**src/rtl/core/ufv_pkg.sv**
```systemverilog
`timescale 1ns / 1ps

package ufv_pkg;

    // request codes on the input channel; code 3 means nothing and is dropped
    typedef enum logic [1:0] {
        REQ_START = 2'd0,
        REQ_BYTE  = 2'd1,
        REQ_TICK  = 2'd2
    } t_req;

    typedef enum logic [2:0] {
        ST_OK      = 3'd0,
        ST_FINAL   = 3'd1,
        ST_BAD_HDR = 3'd2,
        ST_CRC_ERR = 3'd3,
        ST_CANCEL  = 3'd4
    } t_status;

    localparam int MAX_PAYLOAD_DEF = 256;
    localparam int PAGE_SIZE_DEF   = 4096;

    localparam int HDR_LEN     = 12;
    localparam int HDR_IDX_W   = $clog2(HDR_LEN);
    localparam int TRAILER_LEN = 4;

    localparam logic [15:0] IDLE_TIMEOUT_RST = 16'd2000;
    localparam logic [7:0]  CANCEL_BYTE      = 8'h03;
    localparam logic [7:0]  MAGIC_0          = 8'h41;  // 'A'
    localparam logic [7:0]  MAGIC_1          = 8'h55;  // 'U'
    localparam logic [7:0]  MAGIC_2          = 8'h50;  // 'P'
    localparam logic [7:0]  MAGIC_3          = 8'h31;  // '1'
    localparam logic [31:0] CRC_POLY         = 32'hEDB8_8320;
    localparam logic [31:0] CRC_INIT         = 32'hFFFF_FFFF;

    localparam int QUEUE_DEPTH = 4;
    localparam int QPTR_W      = $clog2(QUEUE_DEPTH);

    typedef struct packed {
        t_req       kind;
        logic [7:0] data;
    } t_beat;

    typedef struct packed {
        logic  valid;
        t_beat beat;
    } t_queue_out;

    typedef struct packed {
        t_status     status;
        logic [31:0] frame_offset;
        logic [8:0]  payload_length;
        logic        session_ended;
    } t_result;

    // reflected CRC-32, one byte
    function automatic logic [31:0] crc32_byte(input logic [31:0] crc, input logic [7:0] b);
        logic [31:0] c;
        c = crc ^ {24'h0, b};
        for (int k = 0; k < 8; k++) begin
            c = (c >> 1) ^ (c[0] ? CRC_POLY : 32'h0);
        end
        return c;
    endfunction

endpackage

```
**src/rtl/core/ufv_front.sv**
```systemverilog
`timescale 1ns / 1ps

module ufv_front (
    input  logic                  i_clk,
    input  logic                  i_rst_n,
    input  logic                  i_in_valid,
    output logic                  o_in_stall,
    input  logic [1:0]            i_req_type,
    input  logic [7:0]            i_data_byte,
    output ufv_pkg::t_queue_out   o_q,
    input  logic                  i_pop
);

    localparam int QCNT_W = ufv_pkg::QPTR_W + 1;

    ufv_pkg::t_beat r_mem [ufv_pkg::QUEUE_DEPTH];
    logic [ufv_pkg::QPTR_W-1:0] r_wr_ptr, n_wr_ptr;
    logic [ufv_pkg::QPTR_W-1:0] r_rd_ptr, n_rd_ptr;
    logic [QCNT_W-1:0]          r_count, n_count;

    logic           full;
    logic           accept;
    logic           keep;
    logic           push;
    ufv_pkg::t_beat beat;

    assign full       = (r_count == QCNT_W'(ufv_pkg::QUEUE_DEPTH));
    assign o_in_stall = full;
    assign accept     = i_in_valid && !full;

    // classify: start, byte and tick are queued, the unused code is dropped
    always_comb begin
        keep      = 1'b0;
        beat.kind = ufv_pkg::REQ_TICK;
        beat.data = i_data_byte;
        unique case (i_req_type)
            ufv_pkg::REQ_START: begin
                keep      = 1'b1;
                beat.kind = ufv_pkg::REQ_START;
            end
            ufv_pkg::REQ_BYTE: begin
                keep      = 1'b1;
                beat.kind = ufv_pkg::REQ_BYTE;
            end
            ufv_pkg::REQ_TICK: begin
                keep      = 1'b1;
                beat.kind = ufv_pkg::REQ_TICK;
            end
            default: keep = 1'b0;
        endcase
    end

    assign push = accept && keep;

    always_comb begin
        n_wr_ptr = push  ? r_wr_ptr + 1'b1 : r_wr_ptr;
        n_rd_ptr = i_pop ? r_rd_ptr + 1'b1 : r_rd_ptr;
        n_count  = r_count + QCNT_W'(push) - QCNT_W'(i_pop);
    end

    always_ff @(posedge i_clk) begin
        if (!i_rst_n) begin
            r_wr_ptr <= '0;
            r_rd_ptr <= '0;
            r_count  <= '0;
        end else begin
            r_wr_ptr <= n_wr_ptr;
            r_rd_ptr <= n_rd_ptr;
            r_count  <= n_count;
        end
    end

    always_ff @(posedge i_clk) begin
        if (push) begin
            r_mem[r_wr_ptr] <= beat;
        end
    end

    assign o_q.valid = (r_count != '0);
    assign o_q.beat  = r_mem[r_rd_ptr];

    a_count_bound: assert property (@(posedge i_clk) disable iff (!i_rst_n)
        r_count <= QCNT_W'(ufv_pkg::QUEUE_DEPTH))
        else $error("queue count beyond depth");

    a_pop_nonempty: assert property (@(posedge i_clk) disable iff (!i_rst_n)
        i_pop |-> (r_count != '0))
        else $error("pop from empty queue");

endmodule

```
**src/rtl/core/ufv_back.sv**
```systemverilog
`timescale 1ns / 1ps

module ufv_back #(
    parameter int MAX_PAYLOAD = ufv_pkg::MAX_PAYLOAD_DEF,
    parameter int PAGE_SIZE   = ufv_pkg::PAGE_SIZE_DEF
) (
    input  logic                 i_clk,
    input  logic                 i_rst_n,
    input  logic                 i_cfg_wr_en,
    input  logic [15:0]          i_cfg_wr_data,
    input  ufv_pkg::t_queue_out  i_q,
    output logic                 o_pop,
    output logic                 o_out_valid,
    input  logic                 i_out_stall,
    output ufv_pkg::t_result     o_result
);

    localparam int BC_W   = $clog2(ufv_pkg::HDR_LEN + MAX_PAYLOAD + ufv_pkg::TRAILER_LEN);
    localparam int LEN_W  = $clog2(MAX_PAYLOAD + 1);
    localparam int PAGE_W = $clog2(PAGE_SIZE);

    logic [15:0]       r_timeout;
    logic              r_session, n_session;
    logic [BC_W-1:0]   r_bc, n_bc;
    logic [31:0]       r_crc, n_crc;
    logic [31:0]       r_trl, n_trl;
    logic [15:0]       r_idle, n_idle;
    logic [LEN_W-1:0]  r_len, n_len;
    logic [BC_W-1:0]   r_crc_end, n_crc_end;
    logic [BC_W-1:0]   r_last, n_last;
    logic [7:0]        r_hdr [ufv_pkg::HDR_LEN];
    logic              r_out_valid, n_out_valid;
    ufv_pkg::t_result  r_out, n_out;

    logic                        hdr_we;
    logic [ufv_pkg::HDR_IDX_W-1:0] hdr_idx;
    logic [7:0]                  b;
    logic [BC_W-1:0]             bc_eff;
    logic [31:0]                 crc_eff;
    logic [31:0]                 hdr_off;
    logic [15:0]                 hdr_n;
    logic [17:0]                 page_sum;
    logic                        hdr_bad;
    logic [31:0]                 trl_new;
    ufv_pkg::t_status            fin_status;

    assign b       = i_q.beat.data;
    assign o_pop   = i_q.valid && (!r_out_valid || !i_out_stall);
    assign hdr_off = {r_hdr[7], r_hdr[6], r_hdr[5], r_hdr[4]};
    assign hdr_n   = {r_hdr[9], r_hdr[8]};
    assign trl_new = {b, r_trl[31:8]};

    // payload + in-page offset must not run past the page end
    assign page_sum = 18'(hdr_n) + 18'(hdr_off[PAGE_W-1:0]);

    // header check, byte 11 is still on the input
    assign hdr_bad = (r_hdr[0] != ufv_pkg::MAGIC_0) || (r_hdr[1] != ufv_pkg::MAGIC_1) ||
                     (r_hdr[2] != ufv_pkg::MAGIC_2) || (r_hdr[3] != ufv_pkg::MAGIC_3) ||
                     (hdr_n > 16'(MAX_PAYLOAD)) ||
                     (r_hdr[10] != 8'h00) || (b != 8'h00) ||
                     (page_sum > 18'(PAGE_SIZE));

    assign fin_status = (~r_crc != trl_new) ? ufv_pkg::ST_CRC_ERR :
                        (r_len == '0)       ? ufv_pkg::ST_FINAL : ufv_pkg::ST_OK;

    always_comb begin
        n_session   = r_session;
        n_bc        = r_bc;
        n_crc       = r_crc;
        n_trl       = r_trl;
        n_idle      = r_idle;
        n_len       = r_len;
        n_crc_end   = r_crc_end;
        n_last      = r_last;
        n_out       = r_out;
        n_out_valid = r_out_valid && i_out_stall;
        hdr_we      = 1'b0;
        hdr_idx     = '0;
        bc_eff      = r_bc;
        crc_eff     = r_crc;

        if (o_pop) begin
            unique case (i_q.beat.kind)
                ufv_pkg::REQ_START: begin
                    n_session = 1'b1;
                    n_bc      = '0;
                    n_crc     = ufv_pkg::CRC_INIT;
                    n_trl     = '0;
                    n_idle    = '0;
                end
                ufv_pkg::REQ_TICK: begin
                    if (r_session && (r_idle != 16'hFFFF)) begin
                        n_idle = r_idle + 16'd1;
                    end
                end
                ufv_pkg::REQ_BYTE: begin
                    if (r_session) begin
                        // idle gap too long: partial frame is dropped first
                        if (r_idle > r_timeout) begin
                            bc_eff  = '0;
                            crc_eff = ufv_pkg::CRC_INIT;
                            n_trl   = '0;
                        end
                        n_idle = '0;
                        if ((bc_eff == '0) && (b == ufv_pkg::CANCEL_BYTE)) begin
                            n_session   = 1'b0;
                            n_bc        = '0;
                            n_crc       = ufv_pkg::CRC_INIT;
                            n_trl       = '0;
                            n_out_valid = 1'b1;
                            n_out       = '{ufv_pkg::ST_CANCEL, 32'h0, 9'h0, 1'b1};
                        end else if (bc_eff < BC_W'(ufv_pkg::HDR_LEN)) begin
                            hdr_we  = 1'b1;
                            hdr_idx = bc_eff[ufv_pkg::HDR_IDX_W-1:0];
                            n_crc   = ufv_pkg::crc32_byte(crc_eff, b);
                            n_bc    = bc_eff + 1'b1;
                            if (bc_eff == BC_W'(ufv_pkg::HDR_LEN - 1)) begin
                                if (hdr_bad) begin
                                    n_session   = 1'b0;
                                    n_bc        = '0;
                                    n_crc       = ufv_pkg::CRC_INIT;
                                    n_trl       = '0;
                                    n_out_valid = 1'b1;
                                    n_out       = '{ufv_pkg::ST_BAD_HDR, 32'h0, 9'h0, 1'b1};
                                end else begin
                                    n_len     = hdr_n[LEN_W-1:0];
                                    n_crc_end = BC_W'(ufv_pkg::HDR_LEN) +
                                                BC_W'(hdr_n[LEN_W-1:0]);
                                    n_last    = BC_W'(ufv_pkg::HDR_LEN) +
                                                BC_W'(hdr_n[LEN_W-1:0]) +
                                                BC_W'(ufv_pkg::TRAILER_LEN - 1);
                                end
                            end
                        end else begin
                            // past the header a timeout cannot have fired
                            if (r_bc < r_crc_end) begin
                                n_crc = ufv_pkg::crc32_byte(r_crc, b);
                            end else begin
                                n_trl = trl_new;
                            end
                            n_bc = r_bc + 1'b1;
                            if (r_bc == r_last) begin
                                n_bc        = '0;
                                n_crc       = ufv_pkg::CRC_INIT;
                                n_trl       = '0;
                                n_session   = (fin_status == ufv_pkg::ST_OK);
                                n_out_valid = 1'b1;
                                n_out.status         = fin_status;
                                n_out.frame_offset   = hdr_off;
                                n_out.payload_length = 9'(r_len);
                                n_out.session_ended  = (fin_status != ufv_pkg::ST_OK);
                            end
                        end
                    end
                end
                default: ;
            endcase
        end
    end

    always_ff @(posedge i_clk) begin
        if (!i_rst_n) begin
            r_timeout   <= ufv_pkg::IDLE_TIMEOUT_RST;
            r_session   <= 1'b0;
            r_bc        <= '0;
            r_crc       <= ufv_pkg::CRC_INIT;
            r_trl       <= '0;
            r_idle      <= '0;
            r_len       <= '0;
            r_crc_end   <= '0;
            r_last      <= '0;
            r_out_valid <= 1'b0;
        end else begin
            if (i_cfg_wr_en) begin
                r_timeout <= i_cfg_wr_data;
            end
            r_session   <= n_session;
            r_bc        <= n_bc;
            r_crc       <= n_crc;
            r_trl       <= n_trl;
            r_idle      <= n_idle;
            r_len       <= n_len;
            r_crc_end   <= n_crc_end;
            r_last      <= n_last;
            r_out_valid <= n_out_valid;
        end
    end

    always_ff @(posedge i_clk) begin
        r_out <= n_out;
        if (hdr_we) begin
            r_hdr[hdr_idx] <= b;
        end
    end

    assign o_out_valid = r_out_valid;
    assign o_result    = r_out;

    a_ended_iff_not_ok: assert property (@(posedge i_clk) disable iff (!i_rst_n)
        r_out_valid |-> ((r_out.status == ufv_pkg::ST_OK) != r_out.session_ended))
        else $error("session_ended disagrees with status");

    a_abort_zero_fields: assert property (@(posedge i_clk) disable iff (!i_rst_n)
        (r_out_valid && ((r_out.status == ufv_pkg::ST_BAD_HDR) ||
                         (r_out.status == ufv_pkg::ST_CANCEL)))
        |-> ((r_out.frame_offset == 32'h0) && (r_out.payload_length == 9'h0)))
        else $error("aborted frame carries offset or length");

    a_bc_in_frame: assert property (@(posedge i_clk) disable iff (!i_rst_n)
        (r_session && (r_bc >= BC_W'(ufv_pkg::HDR_LEN))) |-> (r_bc <= r_last))
        else $error("byte count ran past frame end");

endmodule

```
**src/rtl/core/update_frame_validator_top.sv**
```systemverilog
`timescale 1ns / 1ps

// Update frame validator. Takes start / byte / 1 ms tick requests and checks
// length-prefixed update frames ("AUP1", LE offset, LE length, reserved,
// payload, LE CRC-32) giving one verdict per frame. One beat per clock is
// sustained with no bubbles while the output is not stalled; a 4-deep queue
// sits between the input classifier and the frame checker and a single
// result register drives the output, so a stall on the output only reaches
// the input once the queue has filled. The CRC is a byte-wide update per
// header and payload beat. PAGE_SIZE must be a power of two. The idle timeout
// register may only be written while no request is in flight.
module update_frame_validator_top #(
    parameter int MAX_PAYLOAD = ufv_pkg::MAX_PAYLOAD_DEF,
    parameter int PAGE_SIZE   = ufv_pkg::PAGE_SIZE_DEF
) (
    input  logic        i_clk,
    input  logic        i_rst_n,
    input  logic        i_cfg_wr_en,
    input  logic [15:0] i_cfg_wr_data,
    input  logic        i_in_valid,
    output logic        o_in_stall,
    input  logic [1:0]  i_req_type,
    input  logic [7:0]  i_data_byte,
    output logic        o_out_valid,
    input  logic        i_out_stall,
    output logic [2:0]  o_status,
    output logic [31:0] o_frame_offset,
    output logic [8:0]  o_payload_length,
    output logic        o_session_ended
);

    ufv_pkg::t_queue_out q;
    logic                pop;
    ufv_pkg::t_result    result;

    ufv_front u_front (
        .i_clk       (i_clk),
        .i_rst_n     (i_rst_n),
        .i_in_valid  (i_in_valid),
        .o_in_stall  (o_in_stall),
        .i_req_type  (i_req_type),
        .i_data_byte (i_data_byte),
        .o_q         (q),
        .i_pop       (pop)
    );

    ufv_back #(
        .MAX_PAYLOAD (MAX_PAYLOAD),
        .PAGE_SIZE   (PAGE_SIZE)
    ) u_back (
        .i_clk         (i_clk),
        .i_rst_n       (i_rst_n),
        .i_cfg_wr_en   (i_cfg_wr_en),
        .i_cfg_wr_data (i_cfg_wr_data),
        .i_q           (q),
        .o_pop         (pop),
        .o_out_valid   (o_out_valid),
        .i_out_stall   (i_out_stall),
        .o_result      (result)
    );

    assign o_status         = result.status;
    assign o_frame_offset   = result.frame_offset;
    assign o_payload_length = result.payload_length;
    assign o_session_ended  = result.session_ended;

endmodule

```
**config.mk**
```make
export PLATFORM = sky130hd
export DESIGN_NAME = update_frame_validator_top
export DESIGN_NICKNAME = d
export VERILOG_FILES = /design/src/rtl/core/ufv_pkg.sv /design/src/rtl/core/ufv_front.sv /design/src/rtl/core/ufv_back.sv /design/src/rtl/core/update_frame_validator_top.sv
export SDC_FILE = /design/constraint.sdc
export NUM_CORES = 1
export LEC_CHECK = 0
export BUFFER_PORTS_ARGS = -buffer_cell sky130_fd_sc_hd__buf_2
export CELL_PAD_IN_SITES_DETAIL_PLACEMENT = 0
export CELL_PAD_IN_SITES_GLOBAL_PLACEMENT = 1
export CORE_ASPECT_RATIO = 0.7
export CORE_MARGIN = 2
export CORE_UTILIZATION = 29
export DETAILED_ROUTE_END_ITERATION = 16
export GPL_ROUTABILITY_DRIVEN = 0
export GPL_TIMING_DRIVEN = 0
export PLACE_DENSITY_LB_ADDON = 0.1
export SYNTH_ARGS = -nofsm -noshare
export SYNTH_HDL_FRONTEND = slang
export SYNTH_SLANG_ARGS = --single-unit
```
**constraint.sdc**
```tcl
create_clock -name i_clk -period 13.1 [get_ports i_clk]
set_input_delay 0 -clock i_clk [delete_from_list [all_inputs] [get_ports i_clk]]
set_output_delay 0 -clock i_clk [all_outputs]
set_load 0.02 [all_outputs]
```
==> results of run 1 <==
==> area by class of cell <==
type	count	area [um2]	area share, %
Sequential cell	306	7860	44.1
Multi-Input combinational cell	942	6760	37.9
Clock buffer	42	902	5.06
Tap cell	674	843	4.73
Timing Repair Buffer	111	734	4.12
Buffer	71	307	1.72
Clock inverter	22	251	1.41
Inverter	47	176	0.989
==> sequential cells by signal, summed over array words and instances, names as in the netlist, 16 cells and up, named ones only <==
name,flops
u_back.o_result,45
u_back.r_timeout,16
u_back.r_idle,16
u_back.r_trl,24
u_back.r_hdr,88
u_back.r_crc,32
u_front.r_mem,40
==> power by group <==
group	switching (mW)	internal [mW]	leakage, nW	total (mW)
clock	0.415	0.578	0.548	0.993
combinational	1.22	0.890	3.23	2.11
sequential	0.0571	1.11	2.54	1.17
total	1.69	2.58	6.33	4.27
==> worst reg2reg max path: stages, from the launching register on <==
cell and delay, ns:
dfxtp_1 0.35, ha_1 0.34, nand4_1 0.23, or4_1 0.60, nor2_1 0.17, a31o_2 0.12
clkbuf_1 0.67, clkbuf_1 0.81, nand2_1 0.35, inv_1 0.18, ha_1 0.22, nand2_1 0.06
or3_1 0.36, nor2_1 0.11, o21a_1 0.20, a21boi_4 0.13, nor3_2 0.37, buf_6 0.24
buf_6 0.20, buf_6 0.18
==> through the flow <==
stage          area [um2]  power (mW)  hold slack (ns)
6_report            17800        4.27           0.0429
4_1_cts             17800        4.31           0.0262
2_1_floorplan       15100        2.76           0.0989
5_1_grt             17800        4.53           0.0551
3_3_place_gp        16300        3.30            0.216
3_5_place_dp        16400        3.28            0.226
==> kinds of logic after synthesis <==
family | count (synthesis) | share of synthesized area, %
AOI/OAI and AO/OA | 221 | 9.65
xor gates and xnor gates | 246 | 14.6
adders and majority gates | 51 | 4.33
buffers and inverters | 118 | 3.17
DFF | 306 | 52.1
muxes | 45 | 3.75
and+or+nand+nor | 379 | 12.4
==> per-layer routing <==
metal / share of wire [%] / up-vias / wire length (um) / GRT usage [%]
met4: 1.2 / 0 / 552 / 2.98
met2: 40 / 223 / 18100 / 23.9
met5: 0 / - / 0 / 0
met1: 54 / 5107 / 24700 / 27.0
met3: 5.0 / 44 / 2270 / 2.69
li1: - / 5194 / - / -
==> cells in the final DEF, fill, tap and decap left out, types with 48 or more instances in the layout <==
master      n
edfxtp_1  173
xnor2_1   166
dfxtp_1   133
nor2_1    123
buf_2      83
nand2_1    76
xor2_1     75
clkbuf_1   58
a21oi_1    55
ha_1       49
and3_1     48
==> timing repair <==
action / CTS / global route
hold buffers: 31 / 0
gates resized for setup: 0 / 0
setup buffers: 0 / 0
hold endpoints to repair: 59 / 0
setup endpoints to repair: 0 / 0
==> final timing paths <==
kind,start,end,slack [ns],depth (start not counted)
max,u_back.r_idle[15],u_back.o_result[28],6.91,19
min,i_rst_n,u_back.r_crc_end[2],0.04,3
max reg2reg,u_back.r_idle[15],u_back.o_result[28],6.91,19
min reg2reg,u_back.r_timeout[8],u_back.r_timeout[8],0.50,2
==> impl_metrics.env, run 1 <==
export IMPL_outcome="complete, no violations"
export IMPL_path_cells="ha_1, nand4_1, or4_1, nor2_1, a31o_2, clkbuf_1, clkbuf_1, nand2_1, inv_1, ha_1, nand2_1, or3_1, nor2_1, o21a_1, a21boi_4, nor3_2, buf_6, buf_6, buf_6"
export IMPL_grt_pass1_vias=10689
export IMPL_ctsLongestPathBuffers=3
export IMPL_grt_max_degree=21
export IMPL_slowest_stage="clkbuf_1"
export IMPL_clock_root_buffer="clkbuf_16"
export IMPL_fill_cells=5146
export IMPL_post_synth_top_area_cell="edfxtp_1"
export IMPL_die_w_um=277
export IMPL_vias=10568
export IMPL_hold_viol=0
export IMPL_peakVddDrop_uv=233
export IMPL_placed_cells=2119
export IMPL_crit_type="reg2reg"
export IMPL_slew_headroom_pct=20.8
export IMPL_syn2layout_area_growth_pct=18.3
export IMPL_htree_levels=2
export IMPL_worst_slew_pin_slew_ns=1.18
export IMPL_leakage_nw=6.33
export IMPL_die_y_um=195
export IMPL_fin_nets=1596
export IMPL_pre_cts_ws_ns=6.86
export IMPL_place_detailed_hpwl_mm=32.5
export IMPL_critPathTopFamily="buffers and inverters"
export IMPL_clk_latency_ns=0.54
export IMPL_cap_violations=0
export IMPL_cp_arrival_ns=6.44
export IMPL_synth_most_common_cell="edfxtp_1"
export IMPL_wl_per_cell_um=20.6
export IMPL_timing_fmax_mhz=162
export IMPL_worstPathRequired_ns=13.35
export IMPL_crit_buf_inv=6
export IMPL_yosys_warnings=0
export IMPL_drv_slew=0
export IMPL_synth_async_sr_flop_share_pct=0
export IMPL_synth_top_area_share_pct=34.5
export IMPL_fin_ws_ns=6.91
export IMPL_antenna_found_initial=2
export IMPL_grt_usage_pct=16.9
export IMPL_synth_fp_nets=1448
export IMPL_cts_tree="yes"
export IMPL_diodes=0
export IMPL_io_buffers=75
export IMPL_seq_area_frac_synth_pct=52.1
export IMPL_ant_nets=0
export IMPL_start_util_pct=29.6
export IMPL_synth_edff_count=173
export IMPL_grt_pass1_wl_mm=69.2
export IMPL_synthFlopType="edfxtp_1"
export IMPL_slowest_delay_ns=0.80
export IMPL_via_per_inst=4.77
export IMPL_rsz0062_at_grt="no"
export IMPL_postSynthAreaPerCell_um2=11.0
export IMPL_dieArea_um2=53900
export IMPL_netlist_area_um2=15100
export IMPL_first_pass_iters=5
export IMPL_first_iter_violations=620
export IMPL_netlist_instances=1366
export IMPL_powerDensity_nw_per_um2=240
export IMPL_hp_class="in2reg"
export IMPL_finalCritPeriodShare_pct=47.3
export IMPL_fin_skew_ns=0.0194
export IMPL_synthTopCellsByArea="edfxtp_1 34%, dfxtp_1 18%, xnor2_1 9.6%"
export IMPL_grt_overflow_total=0
export IMPL_layout_cells_non_filler=2215
export IMPL_crit_top_cell="buf_6"
export IMPL_clk_pin_slew_ns=0.06
export IMPL_worst_setup_path_end_kind="flop"
export IMPL_clock_sinks=306
export IMPL_final_core_util_pct=34.9
export IMPL_core_area_um2=51000
export IMPL_worst_path_max_fanout=13
export IMPL_ioPinCount=78
export IMPL_drive_above_1_share_pct=11.1
export IMPL_yosys_top_cells_count="173 x edfxtp_1, 166 x xnor2_1, 133 x dfxtp_1, 123 x nor2_1, 76 x nand2_1"
export IMPL_drc=0
export IMPL_setup_viol=0
export IMPL_fin_crit_ns=6.19
export IMPL_synth_cell_type_count=67
export IMPL_rows=69
export IMPL_critPathLaunchType="flop"
export IMPL_fin_tns_setup_ns=0
export IMPL_totalWireLength_mm=45.6
export IMPL_cts_made_buffers=35
export IMPL_synth_seq_cells=306
(Power assumes the default switching activity.)
==> run 2, diff against run 1 <==
--- a/config.mk
+++ b/config.mk
@@ -5,6 +5,7 @@
 export SDC_FILE = /design/constraint.sdc
 export NUM_CORES = 1
 export LEC_CHECK = 0
+export ABC_AREA = 1
 export BUFFER_PORTS_ARGS = -buffer_cell sky130_fd_sc_hd__buf_2
 export CELL_PAD_IN_SITES_DETAIL_PLACEMENT = 0
 export CELL_PAD_IN_SITES_GLOBAL_PLACEMENT = 1
==> constraint.sdc (replaced) <==
create_clock -name i_clk -period 6.47 [get_ports i_clk]
set_input_delay 0 -clock i_clk [delete_from_list [all_inputs] [get_ports i_clk]]
set_output_delay 0 -clock i_clk [all_outputs]
set_load 0.02 [all_outputs]
==> run 2 against run 1 <==
Against the previous run:
- die area up 10%
- register-to-register slack got worse by 6.1 ns
- sequential power grew 110%
- first-iteration DRC count is 46% higher
- power grew 140%
- cell count grew 33%
- sequential share of layout area decreased by 4.1 points
- utilization down 0.31 points
- synthesized area up 11%
- synthesized cell count increased by 47%
- critical path type unchanged
- largest power group unchanged
==> impl_metrics.env, run 2 <==
export IMPL_fill_cells=5932
export IMPL_path_cells="ha_1, nand4_1, nor3_2, nand2_1, nand2_2, nand2_2, inv_2, clkbuf_1, buf_2, nor2_1, inv_1, ha_1, nand3_1, nor3_1, nand3_1, nand3_2, inv_1, nand2_2, buf_4, nand3_1, inv_2, buf_12"
export IMPL_critPathLaunchType="flop"
export IMPL_peakVddDrop_uv=232
export IMPL_die_w_um=291
export IMPL_fin_ws_ns=0.764
export IMPL_cap_violations=0
export IMPL_worst_path_max_fanout=44
export IMPL_grt_usage_pct=18.8
export IMPL_finalCritPeriodShare_pct=88.2
export IMPL_yosys_top_cells_count="594 x nand2_1, 204 x inv_1, 173 x edfxtp_1, 133 x dfxtp_1, 123 x a21oi_1"
export IMPL_hold_viol=0
export IMPL_cts_tree="yes"
export IMPL_grt_max_degree=45
export IMPL_clock_root_buffer="clkbuf_16"
export IMPL_via_per_inst=4.73
export IMPL_largest_register_ffs=88
export IMPL_grt_overflow_total=0
export IMPL_synth_top_area_share_pct=31.2
export IMPL_synthFlopType="edfxtp_1"
export IMPL_multi_input_area_um2=7650
export IMPL_powerDensity_nw_per_um2=511
export IMPL_hp_class="in2reg"
export IMPL_drv_slew=0
export IMPL_io_buffers=77
export IMPL_fin_skew_ns=0.0181
export IMPL_synth_async_sr_flop_share_pct=0
export IMPL_netlist_area_um2=16700
export IMPL_clk_pin_slew_ns=0.06
export IMPL_crit_type="reg2reg"
export IMPL_ant_nets=0
export IMPL_worst_slew_pin_slew_ns=1.15
export IMPL_vias=13935
export IMPL_placed_cells=2840
export IMPL_die_y_um=205
export IMPL_post_synth_top_area_cell="edfxtp_1"
export IMPL_wl_per_cell_um=18.9
export IMPL_power_mw=10.0
export IMPL_slowest_stage="clkbuf_1"
export IMPL_synth_most_common_cell="nand2_1"
export IMPL_cp_arrival_ns=5.92
export IMPL_synth_fp_nets=2094
export IMPL_final_common_cell="nand2_1"
export IMPL_leakage_nw=8.43
export IMPL_wl_met3_mm=3.47
export IMPL_fin_tns_setup_ns=0
export IMPL_synth_cell_type_count=57
export IMPL_synthTopCellsByArea="edfxtp_1 31%, dfxtp_1 16%, nand2_1 13%"
export IMPL_cts_made_buffers=37
export IMPL_antenna_found_initial=1
export IMPL_yosys_warnings=0
export IMPL_regMostFlops="u_back.r_hdr"
export IMPL_place_detailed_hpwl_mm=41.5
export IMPL_dieArea_um2=59500
export IMPL_first_iter_violations=907
export IMPL_start_util_pct=29.3
export IMPL_ioPinCount=78
export IMPL_final_core_util_pct=34.6
export IMPL_synth_seq_cells=306
export IMPL_fin_nets=2253
export IMPL_route_met2_wl_mm=22.1
export IMPL_wl_met1_mm=29.4
export IMPL_netlist_instances=2012
export IMPL_final_cell_mix="594 x nand2_1, 203 x inv_1, 173 x edfxtp_1, 133 x dfxtp_1, 123 x a21oi_1"
export IMPL_ctsResizeCount=0
export IMPL_drc=0
export IMPL_drive_above_1_share_pct=11.0
export IMPL_worst_setup_path_end_kind="flop"
export IMPL_seq_area_frac_synth_pct=47.1
export IMPL_timing_fmax_mhz=175
export IMPL_grt_pass1_wl_mm=83.9
export IMPL_seqCellArea_um2=7860
export IMPL_first_pass_iters=5
export IMPL_syn2layout_area_growth_pct=18.0
export IMPL_clk_latency_ns=0.54
export IMPL_outcome="complete, no violations"
export IMPL_diodes=0
export IMPL_clock_sinks=306
export IMPL_ctsLongestPathBuffers=3
export IMPL_rsz0062_at_grt="no"
export IMPL_grt_pass1_vias=13309
export IMPL_slew_headroom_pct=23.3
export IMPL_fin_crit_ns=5.71
export IMPL_top_layer_used="met4"
export IMPL_synth_edff_count=173
export IMPL_core_area_um2=56800
export IMPL_postSynthAreaPerCell_um2=8.29
export IMPL_rows=73
export IMPL_pre_cts_ws_ns=0.773
export IMPL_htree_levels=2
export IMPL_layout_cells_non_filler=2949
export IMPL_slowest_delay_ns=0.59
export IMPL_totalWireLength_mm=55.7
export IMPL_setup_viol=0
export IMPL_worstPathRequired_ns=6.68
## run 2: changes by cell type after synthesis, moves of 13 or more
cell	change
a21oi_1	+68
a22o_1	-24
and3_1	-47
clkbuf_1	-21
inv_1	+157
inv_2	+17
mux2i_1	-34
nand2_1	+518
nand2_2	+16
nand3_1	+83
nand4_1	+13
nor2_1	-14
o21ai_0	+72
xnor2_1	-117
## run 2: final timing paths
check | start | endpoint | slack (ns) | cells past startpoint
worst max-delay path | u_back.r_idle[11] | u_back.o_result[33] | 0.76 | 22
worst max register to register | u_back.r_idle[11] | u_back.o_result[33] | 0.76 | 22
worst min-delay path | i_cfg_wr_en | u_back.r_timeout[4] | 0.06 | 3
worst min register to register | u_back.r_timeout[11] | u_back.r_timeout[11] | 0.46 | 2
## run 2: cell type report
cell class              instances  share of cell area (%)
clock inverters                20                    1.28
multi-input cells            1418                    38.9
well taps                     750                    4.77
repair buffers                120                    4.20
clock buffers                  47                    5.00
flip-flops and latches        306                    39.9
plain buffers                  66                    1.69
inverters                     222                    4.23
## run 2: cells by family (layout without fill, tap and decap cells)
family                   count (synthesis)  in the layout  share of synthesized area, %
adder cells (fa/ha/maj)                 51             51                          3.92
AO/OA/AOI/OAI                          303            303                          10.0
buffers and inverters                  288            475                          6.99
AND/OR/NAND/NOR                        930            930                          23.7
XOR/XNOR                               134            134                          8.23
flip-flops                             306            306                          47.1
## run 2: worst max-delay path: cells and delay by family, from the launching register on
kind / cells / cell delay, ns
buffers and inverters: 8 / 2.18
adder cells (fa/ha/maj): 2 / 0.50
AND/OR/NAND/NOR: 12 / 2.26
flip-flops: 1 / 0.36
## run 2: per-stage QoR
stage / hold slack (ns) / cell area [um2]
6_report: 0.0573 / 19700
5_1_grt: 0.0513 / 19700
4_1_cts: 0.0287 / 19700
3_5_place_dp: 0.218 / 18000
3_3_place_gp: 0.213 / 18000
2_1_floorplan: 0.0989 / 16700
## run 2: repair_timing
| action | in CTS | in global routing |
|---|---|---|
| hold endpoints to repair | 61 | 0 |
| buffers inserted | 0 | 0 |
| hold buffers | 42 | 0 |
## run 2: layer usage
layer / GRT usage [%] / vias to the layer above
met3: 3.78 / 50
met5: 0 / -
li1: - / 6983
met1: 28.8 / 6587
met2: 27.0 / 315
met4: 3.50 / 0
## run 2: report_power, final
group,switching [mW],internal [mW]
Sequential,0.193,2.31
Clock,0.857,1.28
Combinational,3.59,1.81
==> run 3, diff against run 2 <==
--- a/config.mk
+++ b/config.mk
@@ -11,7 +11,7 @@
 export CELL_PAD_IN_SITES_GLOBAL_PLACEMENT = 1
 export CORE_ASPECT_RATIO = 0.7
 export CORE_MARGIN = 2
-export CORE_UTILIZATION = 29
+export CORE_UTILIZATION = 47
 export DETAILED_ROUTE_END_ITERATION = 16
 export GPL_ROUTABILITY_DRIVEN = 0
 export GPL_TIMING_DRIVEN = 0
==> run 3 against run 2 <==
Against the previous run:
- cell count down 9.6%
- flip-flop and latch count unchanged
- global-route usage up 7.4 points
- cell area down 2.5%
- die area down 38%
- critical endpoint is now u_back.o_result[37]
==> impl_metrics.env, run 3 (synthesis results as in run 2) <==
export IMPL_outcome="complete, no violations"
export IMPL_fin_nets=2252
export IMPL_drv_slew=0
export IMPL_grt_usage_pct=26.2
export IMPL_grt_max_degree=34
export IMPL_rr_worst_depth=22
export IMPL_clock_sinks=306
export IMPL_cp_arrival_ns=5.79
export IMPL_wl_per_cell_um=18.2
export IMPL_rows=57
export IMPL_die_y_um=162
export IMPL_crit_type="reg2reg"
export IMPL_place_area_um2=17700
export IMPL_rsz0062_at_grt="no"
export IMPL_fin_tns_setup_ns=0
export IMPL_final_common_cell="nand2_1"
export IMPL_via_per_inst=5.31
export IMPL_grt_pass1_vias=12838
export IMPL_totalWireLength_mm=48.4
export IMPL_fin_skew_ns=0.0124
export IMPL_cts_tree="yes"
export IMPL_worst_path_max_fanout=33
export IMPL_critPathLaunchType="flop"
export IMPL_core_area_um2=34800
export IMPL_htree_levels=1
export IMPL_first_iter_violations=1221
export IMPL_dieArea_um2=37000
export IMPL_die_w_um=229
export IMPL_leakage_nw=8.35
export IMPL_whs_path_depth=3
export IMPL_drc=0
export IMPL_drive_above_1_share_pct=10.8
export IMPL_fin_area_um2=19200
export IMPL_crit_start="u_back.r_idle[11]"
export IMPL_peakVddDrop_uv=279
export IMPL_powerDensity_nw_per_um2=502
export IMPL_hold_ws_ns=0.00839
export IMPL_clk_latency_ns=0.58
export IMPL_min_from="i_cfg_wr_en"
export IMPL_worst_setup_path_end_kind="flop"
export IMPL_timing_fmax_mhz=181
export IMPL_first_pass_iters=5
export IMPL_io_buffers=77
export IMPL_grt_pass1_wl_mm=74.7
export IMPL_ioPinCount=78
export IMPL_antenna_found_initial=0
export IMPL_ctsResizeCount=0
export IMPL_regMostFlops="u_back.r_hdr"
export IMPL_cts_made_buffers=31
export IMPL_clock_root_buffer="clkbuf_16"
export IMPL_worst_slew_pin_slew_ns=1.22
export IMPL_hp_class="in2reg"
export IMPL_reg2reg_from="u_back.r_idle[11]"
export IMPL_cap_violations=0
export IMPL_hold_viol=0
export IMPL_finalCritPeriodShare_pct=85.3
export IMPL_vias=14166
export IMPL_diodes=0
export IMPL_clk_pin_slew_ns=0.06
export IMPL_place_detailed_hpwl_mm=35.9
export IMPL_setup_viol=0
export IMPL_final_cell_mix="594 x nand2_1, 203 x inv_1, 173 x edfxtp_1, 133 x dfxtp_1, 123 x a21oi_1"
export IMPL_start_util_pct=47.9
export IMPL_largest_register_ffs=88
export IMPL_fin_crit_ns=5.52
export IMPL_grt_overflow_total=0
export IMPL_worstPathRequired_ns=6.74
export IMPL_syn2layout_area_growth_pct=15.0
export IMPL_slew_headroom_pct=18.0
export IMPL_ctsLongestPathBuffers=3
export IMPL_ant_nets=0
run 3: final timing paths:
kind | endpoint | slack, ns
hold / removal | u_back.r_timeout[9] | 0.008
hold reg to reg | u_back.r_timeout[11] | 0.47
setup / recovery | u_back.o_result[37] | 0.95
setup reg to reg | u_back.o_result[37] | 0.95
run 3: repair_timing:
item / 4_1_cts / 5_1_grt
hold buffers: 47 / 0
setup buffers: 0 / 0
endpoints found under the hold margin: 62 / 0
run 3: final cells by class:
type / count / area [um2]
clock buffer: 42 / 868
buffer: 66 / 333
inverter: 222 / 833
clock inverter: 16 / 173
fill: 3314 / 15600
multi-input combinational: 1418 / 7650
timing repair buffer: 125 / 876
sequential: 306 / 7860
tap: 472 / 591
run 3: report_power, final:
| group | switching [mW] | internal, mW | leakage, nW |
|---|---|---|---|
| clock network | 0.777 | 1.06 | 0.505 |
| registers | 0.196 | 2.31 | 2.67 |
| logic | 3.47 | 1.82 | 5.17 |
| total | 4.44 | 5.19 | 8.35 |
run 3: worst max-delay path, cell delays in order, from the launching register on:
cell and delay [ns]:
dfxtp_1 0.35, ha_1 0.33, nand4_1 0.14, nor3_2 0.23, nand2_1 0.10, nand2_2 0.19, nand2_2 0.25, inv_2 0.11
clkbuf_1 0.53, buf_2 0.39, nor2_1 0.12, inv_1 0.16, ha_1 0.17, nand3_1 0.08, nor3_1 0.26, nand3_1 0.13
nand3_2 0.12, inv_1 0.11, nand2_2 0.31, buf_4 0.27, nand3_1 0.19, inv_2 0.36, buf_12 0.25
run 3: metrics by stage:
stage          setup slack (ns)  utilization [%]  instances  power (mW)
2_1_floorplan              2.11                -       2012        6.35
3_3_place_gp              0.219             50.7       2561        7.61
3_5_place_dp               1.05             50.8       2562        7.66
4_1_cts                    1.01             55.1       2667        9.54
5_1_grt                   0.598             55.1       2667        10.3
6_report                  0.952             55.1       2667        9.64
run 3: metal layers:
| layer | routed length, um | GRT usage (%) | share of wire (%) |
|---|---|---|---|
| met1 | 23700 | 40.9 | 49 |
| met2 | 19500 | 37.6 | 40 |
| met3 | 4580 | 5.23 | 9.5 |
| met4 | 675 | 4.22 | 1.4 |
| met5 | 0 | 0 | 0 |
